`config.mk`:
```
export PLATFORM = sky130hd
export DESIGN_NAME = min_cost_k_jump_path
export DESIGN_NICKNAME = d
export VERILOG_FILES = /design/src/rtl/mckj_pkg.sv /design/src/rtl/mckj_ram.sv /design/src/rtl/min_cost_k_jump_path.sv
export SDC_FILE = /design/constraint.sdc
export NUM_CORES = 1
export LEC_CHECK = 0
export BUFFER_PORTS_ARGS = -buffer_cell sky130_fd_sc_hd__buf_2
export CAP_MARGIN = 20
export CORE_UTILIZATION = 30
export CTS_CLUSTER_DIAMETER = 50
export DETAILED_ROUTE_END_ITERATION = 7
export GPL_TIMING_DRIVEN = 1
export HOLD_SLACK_MARGIN = 0.12
export SYNTH_ARGS = -nofsm -noshare
export SYNTH_HDL_FRONTEND = slang
export SYNTH_SLANG_ARGS = --single-unit
```
`constraint.sdc`:
```
create_clock -name clk -period 11.95 [get_ports clk]
set_clock_uncertainty 0.2 [all_clocks]
set_input_delay 2.39 -clock clk [delete_from_list [all_inputs] [get_ports clk]]
set_output_delay 2.39 -clock clk [all_outputs]
set_load 0.02 [all_outputs]
```
`src/rtl/mckj_pkg.sv`:
```
// Package with the sizes, field widths and state encoding of the k-jump minimum-cost block.
package mckj_pkg;

	localparam int MAX_JUMP    = 16;
	localparam int HEIGHT_BITS = 16;
	localparam int COST_W      = 32;
	localparam int CFG_W       = 5;

	localparam int ADDR_W      = (MAX_JUMP > 1) ? $clog2(MAX_JUMP) : 1;
	localparam int SEEN_W      = $clog2(MAX_JUMP + 1);
	localparam int ENTRY_W     = HEIGHT_BITS + COST_W;
	localparam int IN_TDATA_W  = ((HEIGHT_BITS + 7) / 8) * 8;
	localparam int OUT_TDATA_W = ((COST_W + 7) / 8) * 8;

	typedef logic [ADDR_W-1:0]      addr_t;
	typedef logic [SEEN_W-1:0]      seen_t;
	typedef logic [HEIGHT_BITS-1:0] height_t;
	typedef logic [COST_W-1:0]      cost_t;

	typedef enum logic [3:0] {
		ST_IDLE  = 4'b0001,
		ST_READ  = 4'b0010,
		ST_WAIT  = 4'b0100,
		ST_WRITE = 4'b1000
	} state_t;

	// Step one slot back in the circular history, wrapping below zero.
	function automatic addr_t addr_prev(input addr_t a);
		addr_t r;
		if (a == '0) begin
			r = ADDR_W'(MAX_JUMP - 1);
		end else begin
			r = a - addr_t'(1);
		end
		return r;
	endfunction

	// Step one slot forward in the circular history, wrapping at the depth.
	function automatic addr_t addr_next(input addr_t a);
		addr_t r;
		if (a == ADDR_W'(MAX_JUMP - 1)) begin
			r = '0;
		end else begin
			r = a + addr_t'(1);
		end
		return r;
	endfunction

endpackage

```
`src/rtl/mckj_ram.sv`:
```
// Generic single-port-write, single-port-read RAM with a registered read.
module mckj_ram #(
	parameter int WIDTH = 8,
	parameter int DEPTH = 16
) (
	input  logic                                     clk,
	input  logic                                     we,
	input  logic [((DEPTH > 1) ? $clog2(DEPTH) : 1)-1:0] waddr,
	input  logic [WIDTH-1:0]                         wdata,
	input  logic                                     re,
	input  logic [((DEPTH > 1) ? $clog2(DEPTH) : 1)-1:0] raddr,
	output logic [WIDTH-1:0]                         rdata
);

	logic [WIDTH-1:0] mem_q [DEPTH];

	always_ff @(posedge clk) begin
		if (we) begin
			mem_q[waddr] <= wdata;
		end
		if (re) begin
			rdata <= mem_q[raddr];
		end
	end

endmodule

```
`src/rtl/min_cost_k_jump_path.sv`:
```
// Streaming k-jump minimum-cost recurrence: one cost result per height item.
// Each item is accepted in IDLE, reads its reach = min(k, positions held) predecessors in
// READ, lets the last read land in WAIT and is stored in WRITE (straight from IDLE when
// reach is zero); one item at a time, through the single read port of the history RAM.
// arst_n clears the control state and sets k to 1; the history RAM is not cleared,
// since the held-position count keeps any unwritten entry from being read.
module min_cost_k_jump_path (
	input  logic                              clk,
	input  logic                              arst_n,
	// Configuration: max_jump.
	input  logic                              cfg_valid,
	output logic                              cfg_ready,
	input  logic [mckj_pkg::CFG_W-1:0]        cfg_data,
	// Input items.
	input  logic                              s_tvalid,
	output logic                              s_tready,
	input  logic [mckj_pkg::IN_TDATA_W-1:0]   s_tdata,   // height
	input  logic                              s_tuser,   // starts_sequence
	input  logic                              s_tlast,   // last_item
	// Result items.
	output logic                              m_tvalid,
	input  logic                              m_tready,
	output logic [mckj_pkg::OUT_TDATA_W-1:0]  m_tdata,   // min_cost
	output logic                              m_tlast    // is_last
);

	// Configuration register; the user must write it only while the block is idle, the block itself does not enforce this.
	logic [mckj_pkg::CFG_W-1:0] max_jump_q;

	// Control state.
	mckj_pkg::state_t state_q;
	mckj_pkg::addr_t  wr_ptr_q;      // slot that the next position is written to
	mckj_pkg::addr_t  rd_ptr_q;      // slot of the predecessor read next
	mckj_pkg::seen_t  items_seen_q;  // positions held in the current sequence
	mckj_pkg::seen_t  reach_q;       // predecessors this item looks back at
	mckj_pkg::seen_t  cnt_q;         // predecessors already requested
	logic             seq_ended_q;
	logic             rd_vld_s1;     // RAM read data valid this cycle

	// Item being worked on.
	mckj_pkg::height_t h_q;
	logic              last_q;
	mckj_pkg::cost_t   best_q;

	// Output register.
	mckj_pkg::cost_t out_cost_q;
	logic            out_last_q;

	// RAM ports.
	logic                               ram_we;
	logic                               ram_re;
	logic [mckj_pkg::ENTRY_W-1:0]       ram_wdata;
	logic [mckj_pkg::ENTRY_W-1:0]       ram_rdata;

	logic              s_acc;
	logic              out_free;
	mckj_pkg::height_t h_in;
	mckj_pkg::seen_t   seen_eff;
	mckj_pkg::seen_t   k_eff;
	mckj_pkg::seen_t   reach_d;

	mckj_pkg::height_t prev_h;
	mckj_pkg::cost_t   prev_c;
	mckj_pkg::height_t diff;
	logic [mckj_pkg::COST_W:0] sum;
	mckj_pkg::cost_t   cand;

	assign cfg_ready = 1'b1;
	assign s_tready  = (state_q == mckj_pkg::ST_IDLE);
	assign s_acc     = s_tvalid && s_tready;
	assign out_free  = !m_tvalid || m_tready;

	assign m_tdata = mckj_pkg::OUT_TDATA_W'(out_cost_q);
	assign m_tlast = out_last_q;

	assign h_in = s_tdata[mckj_pkg::HEIGHT_BITS-1:0];

	// A start mark, or the end of the previous sequence, drops all held positions.
	// The jump limit k treats zero as one and saturates at the history depth.
	always_comb begin
		seen_eff = (s_tuser || seq_ended_q) ? '0 : items_seen_q;
		if (max_jump_q == '0) begin
			k_eff = mckj_pkg::seen_t'(1);
		end else if (32'(max_jump_q) > 32'(mckj_pkg::MAX_JUMP)) begin
			k_eff = mckj_pkg::SEEN_W'(mckj_pkg::MAX_JUMP);
		end else begin
			k_eff = mckj_pkg::SEEN_W'(max_jump_q);
		end
		reach_d = (k_eff < seen_eff) ? k_eff : seen_eff;
	end

	// One shared add-compare unit: |h - h_prev| + cost_prev, saturated at the cost maximum.
	always_comb begin
		prev_h = ram_rdata[mckj_pkg::HEIGHT_BITS-1:0];
		prev_c = ram_rdata[mckj_pkg::ENTRY_W-1:mckj_pkg::HEIGHT_BITS];
		diff   = (h_q >= prev_h) ? (h_q - prev_h) : (prev_h - h_q);
		sum    = {1'b0, prev_c} + (mckj_pkg::COST_W + 1)'(diff);
		cand   = sum[mckj_pkg::COST_W] ? '1 : sum[mckj_pkg::COST_W-1:0];
	end

	assign ram_re    = (state_q == mckj_pkg::ST_READ);
	assign ram_we    = (state_q == mckj_pkg::ST_WRITE) && out_free;
	assign ram_wdata = {best_q, h_q};

	// The history is a circular buffer; the newest position sits just behind wr_ptr_q.
	mckj_ram #(
		.WIDTH (mckj_pkg::ENTRY_W),
		.DEPTH (mckj_pkg::MAX_JUMP)
	) u_hist (
		.clk   (clk),
		.we    (ram_we),
		.waddr (wr_ptr_q),
		.wdata (ram_wdata),
		.re    (ram_re),
		.raddr (rd_ptr_q),
		.rdata (ram_rdata)
	);

	always_ff @(posedge clk or negedge arst_n) begin
		if (!arst_n) begin
			max_jump_q <= mckj_pkg::CFG_W'(1);
		end else if (cfg_valid && cfg_ready) begin
			max_jump_q <= cfg_data;
		end
	end

	// Sequencer: accept an item, request each predecessor in turn from the newest back,
	// let the last read land, then write the new position and hand the cost over.
	always_ff @(posedge clk or negedge arst_n) begin
		if (!arst_n) begin
			state_q      <= mckj_pkg::ST_IDLE;
			wr_ptr_q     <= '0;
			rd_ptr_q     <= '0;
			items_seen_q <= '0;
			reach_q      <= '0;
			cnt_q        <= '0;
			seq_ended_q  <= 1'b0;
			rd_vld_s1    <= 1'b0;
			m_tvalid     <= 1'b0;
		end else begin
			rd_vld_s1 <= ram_re;
			// A new result only lands when the output register is free or draining.
			if (ram_we) begin
				m_tvalid <= 1'b1;
			end else if (m_tvalid && m_tready) begin
				m_tvalid <= 1'b0;
			end
			case (state_q)
				mckj_pkg::ST_IDLE: begin
					if (s_acc) begin
						items_seen_q <= seen_eff;
						reach_q      <= reach_d;
						cnt_q        <= '0;
						rd_ptr_q     <= mckj_pkg::addr_prev(wr_ptr_q);
						state_q      <= (reach_d == '0) ? mckj_pkg::ST_WRITE
						                                : mckj_pkg::ST_READ;
					end
				end
				mckj_pkg::ST_READ: begin
					rd_ptr_q <= mckj_pkg::addr_prev(rd_ptr_q);
					cnt_q    <= cnt_q + mckj_pkg::seen_t'(1);
					if (cnt_q == reach_q - mckj_pkg::seen_t'(1)) begin
						state_q <= mckj_pkg::ST_WAIT;
					end
				end
				mckj_pkg::ST_WAIT: begin
					state_q <= mckj_pkg::ST_WRITE;
				end
				mckj_pkg::ST_WRITE: begin
					if (out_free) begin
						wr_ptr_q    <= mckj_pkg::addr_next(wr_ptr_q);
						seq_ended_q <= last_q;
						if (items_seen_q != mckj_pkg::SEEN_W'(mckj_pkg::MAX_JUMP)) begin
							items_seen_q <= items_seen_q + mckj_pkg::seen_t'(1);
						end
						state_q <= mckj_pkg::ST_IDLE;
					end
				end
				default: begin
					state_q <= mckj_pkg::ST_IDLE;
				end
			endcase
		end
	end

	// Item payload and running minimum. The first position of a sequence costs zero.
	always_ff @(posedge clk) begin
		if (s_acc) begin
			h_q    <= h_in;
			last_q <= s_tlast;
			best_q <= (reach_d == '0) ? '0 : '1;
		end else if (rd_vld_s1 && (cand < best_q)) begin
			best_q <= cand;
		end
		if (ram_we) begin
			out_cost_q <= best_q;
			out_last_q <= last_q;
		end
	end

`ifndef SYNTH
	a_read_in_range: assert property (@(posedge clk) disable iff (!arst_n)
		(state_q == mckj_pkg::ST_READ) |-> (reach_q != '0) && (cnt_q < reach_q))
		else $error("predecessor request beyond the reach of the item");

	a_data_only_when_scanning: assert property (@(posedge clk) disable iff (!arst_n)
		rd_vld_s1 |-> (state_q == mckj_pkg::ST_READ) || (state_q == mckj_pkg::ST_WAIT))
		else $error("history read data arrived outside the scan");

	a_first_costs_zero: assert property (@(posedge clk) disable iff (!arst_n)
		((state_q == mckj_pkg::ST_WRITE) && (reach_q == '0)) |-> (best_q == '0))
		else $error("position without predecessors has nonzero cost");

	a_write_gives_result: assert property (@(posedge clk) disable iff (!arst_n)
		ram_we |=> m_tvalid && (out_cost_q == $past(best_q)))
		else $error("history write did not produce the matching result");
`endif

endmodule

```
==> results of run 1 <==
[stage by stage]
| step | worst slack, ns | power (W) | area, sq um |
|---|---|---|---|
| final | 3.44 | 0.0107 | 44600 |
| after global routing | 2.86 | 0.0112 | 44600 |
| after CTS | 3.05 | 0.0108 | 44600 |
| after detailed placement | 3.08 | 0.00750 | 41000 |
| after global placement | 3.27 | 0.00743 | 40900 |
| after floorplan | 3.88 | 0.00658 | 38500 |
[final timing paths]
path | start | endpoint | slack, ns | depth (start not counted)
setup reg to reg | h_q[10] | best_q[20] | 3.44 | 31
max in group asynchronous | arst_n | rd_ptr_q[1] | 9.34 | 1
min in group asynchronous | arst_n | reach_q[0] | 1.61 | 1
hold / removal | last_q | m_tlast | 0.27 | 0
setup / recovery | h_q[10] | best_q[20] | 3.44 | 31
hold reg to reg | last_q | m_tlast | 0.27 | 0
[worst reg2reg max path: cells and delay by family (launching register included)]
family                     cells  cell delay (ns)
AOI/OAI and AO/OA             15             2.55
DFF                            1             0.67
buffers and inverters          2             0.34
adders and majority gates      3             1.22
muxes                          1             0.37
and+or+nand+nor                8             2.42
xor gates and xnor gates       2             0.35
[kinds of logic (layout without fill, tap and decap cells)]
logic type | after synthesis | in the layout | share of synthesized area (%)
XOR/XNOR | 50 | 50 | 1.14
AND/OR/NAND/NOR | 250 | 250 | 3.08
AO/OA/AOI/OAI | 238 | 238 | 3.95
other | 1 | 2 | 0.00974
buffers and inverters | 176 | 381 | 1.79
multiplexers | 258 | 258 | 14.5
flip-flops | 933 | 933 | 72.3
adder cells (fa/ha/maj) | 95 | 95 | 3.15
[layout by cell type, fill, tap and decap left out, types with 25 or more instances in the layout]
master / count
nand2_1: 96
mux4_2: 240
o21ai_0: 47
inv_1: 89
ha_1: 92
a21o_1: 40
clkbuf_16: 105
edfxtp_1: 898
buf_4: 25
dfrtp_1: 29
a21oi_1: 74
xnor2_1: 37
buf_2: 62
nor2_1: 36
[power breakdown]
group,internal [W],switching [W]
combinational,0.00130,0.00147
sequential,0.00417,0.000471
clock,0.00191,0.00137
total,0.00738,0.00331
[per-layer routing]
layer	GRT usage, %	up-vias
li1	-	8333
met1	18.6	10300
met2	22.7	545
met3	2.10	124
met4	3.63	0
met5	0	-
[final cells by class]
cell class,instances,area [sq um],area share (%)
multi-input combinational,892,10100,22.6
sequential,933,27900,62.5
clock buffer,122,2700,6.06
tap,1662,2080,4.66
timing repair buffer,94,648,1.45
inverter,91,342,0.766
antenna,1,2.50,0.00561
clock inverter,74,892,2.00
[flip-flops by register name, indices dropped and copies added (netlist names)]
register,count
u_hist.mem_q,768
items_seen_q,5
m_tdata,32
reach_q,5
rd_ptr_q,4
m_tvalid,1
seq_ended_q,1
wr_ptr_q,4
max_jump_q,5
h_q,16
best_q,32
cnt_q,5
last_q,1
m_tlast,1
u_hist.rdata,48
state_q,4
rd_vld_s1,1
==> run_results.csv, run 1 <==
group,metric,value,unit
route,wl_met1,39.1,mm
timing,rsz0062_at_grt,"no",
synthesis,synth_cell_types,70,
timing,final-max-slew-violation-count,0,
global_route,gr-total-overflow,0,
global_route,first_global_vias,20100,
critical_path,critPathCaptureType,"flop",
cells_and_area,syn_to_final_growth,15.9,%
placed_design,io_buffer_count,62,
route,antenna_left,0,
timing,hold-worst-slack,0.272,ns
synthesis,ys_seq_elements,933,
synthesis,ys_top_cells_by_area,"edfxtp_1, mux4_2, ha_1",
synthesis,ys_warn_count,0,
power_and_ir_drop,leakage,14.9,nW
flow_run,maxCapViolCount,0,
timing,worstMarginPinSlew,1.15,ns
synthesis,netlist_area,38500,sq um
placed_design,dpl.hpwl,49.6,mm
clocking,clk_path_buf_depth,3,
synthesis,synth_edf_count,898,
critical_path,critPathKind,"flop to flop",
timing,setup_violations,0,
timing,fin_crit,8.51,ns
worst_hold_path,hp-class,"flop to flop",
power_and_ir_drop,pwr_density_cell,240,nW/um^2
die,row_count,131,
synthesis,ys_seq_area_share,72.3,%
route,finalWirelength,89.7,mm
synthesis,syn_area_per_cell,19.2,sq um
route,viasPerCell,4.99,
cells_and_area,fill_cells,11700,
clocking,htree_levels,3,
global_route,track_usage,13.7,%
clocking,cts.sinks,933,
route,first_iter_violations,1716,
route,met2_length,44.3,mm
synthesis,syn_inst,2001,
critical_path,crit_path_frequent_cell,"a21o_1",
critical_path,cp_max_fo,32,
synthesis,synth_top_area_share,70.1,%
die,dieArea,130000,sq um
clocking,cts_root_buffer,"clkbuf_16",
clocking,cts_setup_buffers,0,
clocking,clk_pin_slew,0.06,ns
synthesis,synth_top_area_cell,"edfxtp_1",
die,io-pin-count,64,
critical_path,worstSetupStartpointType,"flop",
outcome,outcome,"finished, final reports clean",
route,post_drt_wl_per_cell,23.2,microns
clocking,cts_inserted_buffers,105,
cells_and_area,drive_gt1_share,24.8,%
clocking,tritoncts,"done",
critical_path,max_stage_delay,0.80,ns
die,core,127000,sq um
route,routed.top_layer,"met4",
cells_and_area,utilization,35.0,%
global_route,grt_max_degree,150,
synthesis,synthFlopType,"edfxtp_1",
synthesis,yosysMostFrequentCell,"edfxtp_1",
timing,relSlewSlack,23.2,%
synthesis,synthTopCellsByCount,"edfxtp_1, mux4_2, nand2_1, ha_1, inv_1",
synthesis,async_reset_ff_share,3.75,%
die,die_width,360,microns
timing,final-hold-violation-count,0,
critical_path,path_delay_family,"compound AO/OA/AOI/OAI gates",
route,drc_errors,0,
route,vias,19300,
route,dr.pass1.iters,6,
die,start_util,30.2,%
synthesis,syn_nets,2124,
clocking,hold_buffers,0,
critical_path,crit_required,12.05,ns
critical_path,crit_slowest_cell,"nor2_4",
cells_and_area,fin_nets,2240,
timing,tns,0,ns
critical_path,crit_arrival,8.61,ns
route,wl_met3,4.44,mm
clocking,cts_resized,0,
global_route,grt_pass1_wl,132,mm
clocking,insertion_delay,0.71,ns
placed_design,place_inst,3670,
timing,fin_crit_sh,71.2,%
timing,fmax,118,MHz
global_route,antenna_found_initial,2,
die,die_y,360,microns
critical_path,worstPathBufferInverterCount,2,
placed_design,place_congestion,0.843,
power_and_ir_drop,vdd_ir_drop_max,158,uV
cells_and_area,stdcell_count,3869,
Power figures use the tool's default switching activity.
==> run 2, diff against run 1 <==
clock period = 7.9 ns   (was 11.95 ns; I/O delays follow)
==> run_results.csv, run 2 (synthesized netlist as in run 1, its figures left out) <==
group,metric,value,unit
outcome,outcome,"finished, final reports clean",
power_and_ir_drop,swShare,31.1,%
clocking,hold_buffers,0,
die,die_y,360,microns
cells_and_area,syn_to_final_growth,16.1,%
global_route,track_usage,13.5,%
power_and_ir_drop,p_seq_share,43.2,%
critical_path,critPathCaptureType,"flop",
route,dr.pass1.iters,7,
route,antenna_left,0,
critical_path,reg2reg_depth,32,
cells_and_area,largest_reg_flops,768,
power_and_ir_drop,comb_power_share,28.0,%
clocking,htree_levels,3,
cells_and_area,fin_nets,2278,
cells_and_area,drive_gt1_share,26.0,%
critical_path,setup.worst_path.start,"u_hist.rdata[5]",
die,start_util,30.2,%
clocking,cts_root_buffer,"clkbuf_16",
worst_hold_path,min_from,"last_q",
route,vias,19400,
route,drc_errors,0,
die,row_count,131,
timing,setup_violations,0,
route,finalWirelength,88.4,mm
cells_and_area,final_cell_mix,"edfxtp_1, mux4_2, clkbuf_16",
global_route,first_global_vias,20200,
worst_hold_path,holdPathStages,0,
worst_hold_path,hp-class,"flop to flop",
placed_design,io_buffer_count,62,
clocking,cts_inserted_buffers,104,
critical_path,r2r-start,"u_hist.rdata[5]",
critical_path,worstSetupStartpointType,"flop",
timing,worstMarginPinSlew,1.13,ns
cells_and_area,layout_commonest_cell,"edfxtp_1",
timing,final-max-slew-violation-count,0,
critical_path,crit_path_frequent_cell,"a21o_1",
clocking,clk_path_buf_depth,3,
die,core,127000,sq um
placed_design,place_congestion,0.865,
critical_path,cp_max_fo,9,
timing,relSlewSlack,24.8,%
cells_and_area,top_register,"u_hist.mem_q",
power_and_ir_drop,power.switching,0.00497,W
route,first_iter_violations,1851,
global_route,grt_pass1_wl,131,mm
clocking,tritoncts,"done",
route,post_drt_wl_per_cell,22.7,microns
route,viasPerCell,4.99,
critical_path,crit_arrival,7.73,ns
cells_and_area,reg.largest.list,"u_hist.mem_q (768), u_hist.rdata (48)",
power_and_ir_drop,vdd_ir_drop_max,223,uV
critical_path,max_stage_delay,0.45,ns
timing,tns,0,ns
placed_design,dpl.hpwl,50.0,mm
global_route,gr-total-overflow,0,
clocking,insertion_delay,0.68,ns
timing,hold-worst-slack,0.248,ns
clocking,cts.sinks,933,
global_route,grt_max_degree,108,
critical_path,crit_required,8.08,ns
power_and_ir_drop,p_int,0.0110,W
timing,fin_crit_sh,95.5,%
timing,final-hold-violation-count,0,
timing,fmax,133,MHz
power_and_ir_drop,leakage,14.9,nW
critical_path,critPathKind,"flop to flop",
global_route,antenna_found_initial,2,
timing,fin_crit,7.55,ns
power_and_ir_drop,clock_power_share,28.8,%
power_and_ir_drop,pwr_density_cell,358,nW/um^2
clocking,clk_pin_slew,0.06,ns
critical_path,crit_slowest_cell,"ha_1",
cells_and_area,fill_cells,11700,
die,die_width,360,microns
flow_run,maxCapViolCount,0,
die,dieArea,130000,sq um
die,io-pin-count,64,
run 2: final cells by class:
cell class,count,area (sq um),area share [%]
diodes,1,2.50,0.00560
clock buffers,130,2720,6.09
clock inverters,57,561,1.25
inverters,91,342,0.764
multi-input cells,894,10200,22.8
flip-flops and latches,933,27900,62.3
well taps,1662,2080,4.65
repair buffers,131,933,2.09
run 2: what timing repair did:
item,4_1_cts,5_1_grt
setup buffers,0,10
gates resized for setup,0,25
gates cloned,1,4
pin swaps,1,12
endpoints found under the setup margin,32,32
run 2: path summary, 6_finish.rpt:
kind / slack (ns) / to
max in group asynchronous: 6.10 / rd_ptr_q[1]
hold / removal: 0.25 / m_tlast
min in group asynchronous: 0.81 / items_seen_q[1]
setup / recovery: 0.35 / best_q[26]
hold reg to reg: 0.25 / m_tlast
setup reg to reg: 0.35 / best_q[26]
run 2: power by group through the flow:
stage | Combinational, W | Clock [W] | Sequential [W]
after floorplan | 0.00321 | 0 | 0.00674
after global placement | 0.00423 | 0 | 0.00698
after detailed placement | 0.00434 | 0 | 0.00703
after CTS | 0.00437 | 0.00468 | 0.00693
after global routing | 0.00489 | 0.00487 | 0.00700
final | 0.00448 | 0.00460 | 0.00691
run 2: per-layer routing:
layer	up-vias	GRT usage [%]	wire length, microns
met5	-	0	0
met4	0	3.66	2000
met3	146	1.88	4210
met2	588	23.0	43900
met1	10300	18.0	38300
li1	8402	-	-
run 2: critical path: cells and delay by family, from the launching register on:
family	cells	cell delay, ns
buffers and inverters	3	0.59
flip-flops	1	0.40
multiplexers	1	0.20
adder cells (fa/ha/maj)	3	1.08
AO/OA/AOI/OAI	16	3.07
AND/OR/NAND/NOR	7	1.21
XOR/XNOR	2	0.49
run 2: through the flow:
step / utilization [%] / instance area, sq um / cells / setup slack [ns] / power (W)
6_report: 35.1 / 44700 / 3899 / 0.353 / 0.0160
5_1_grt: 35.1 / 44700 / 3898 / -0.00392 / 0.0168
4_1_cts: 34.9 / 44400 / 3884 / 0.174 / 0.0160
3_5_place_dp: 32.3 / 41200 / 3696 / -0.0931 / 0.0114
3_3_place_gp: 32.3 / 41100 / 3695 / 0.113 / 0.0112
2_1_floorplan: - / 38500 / 2001 / 0.409 / 0.00995
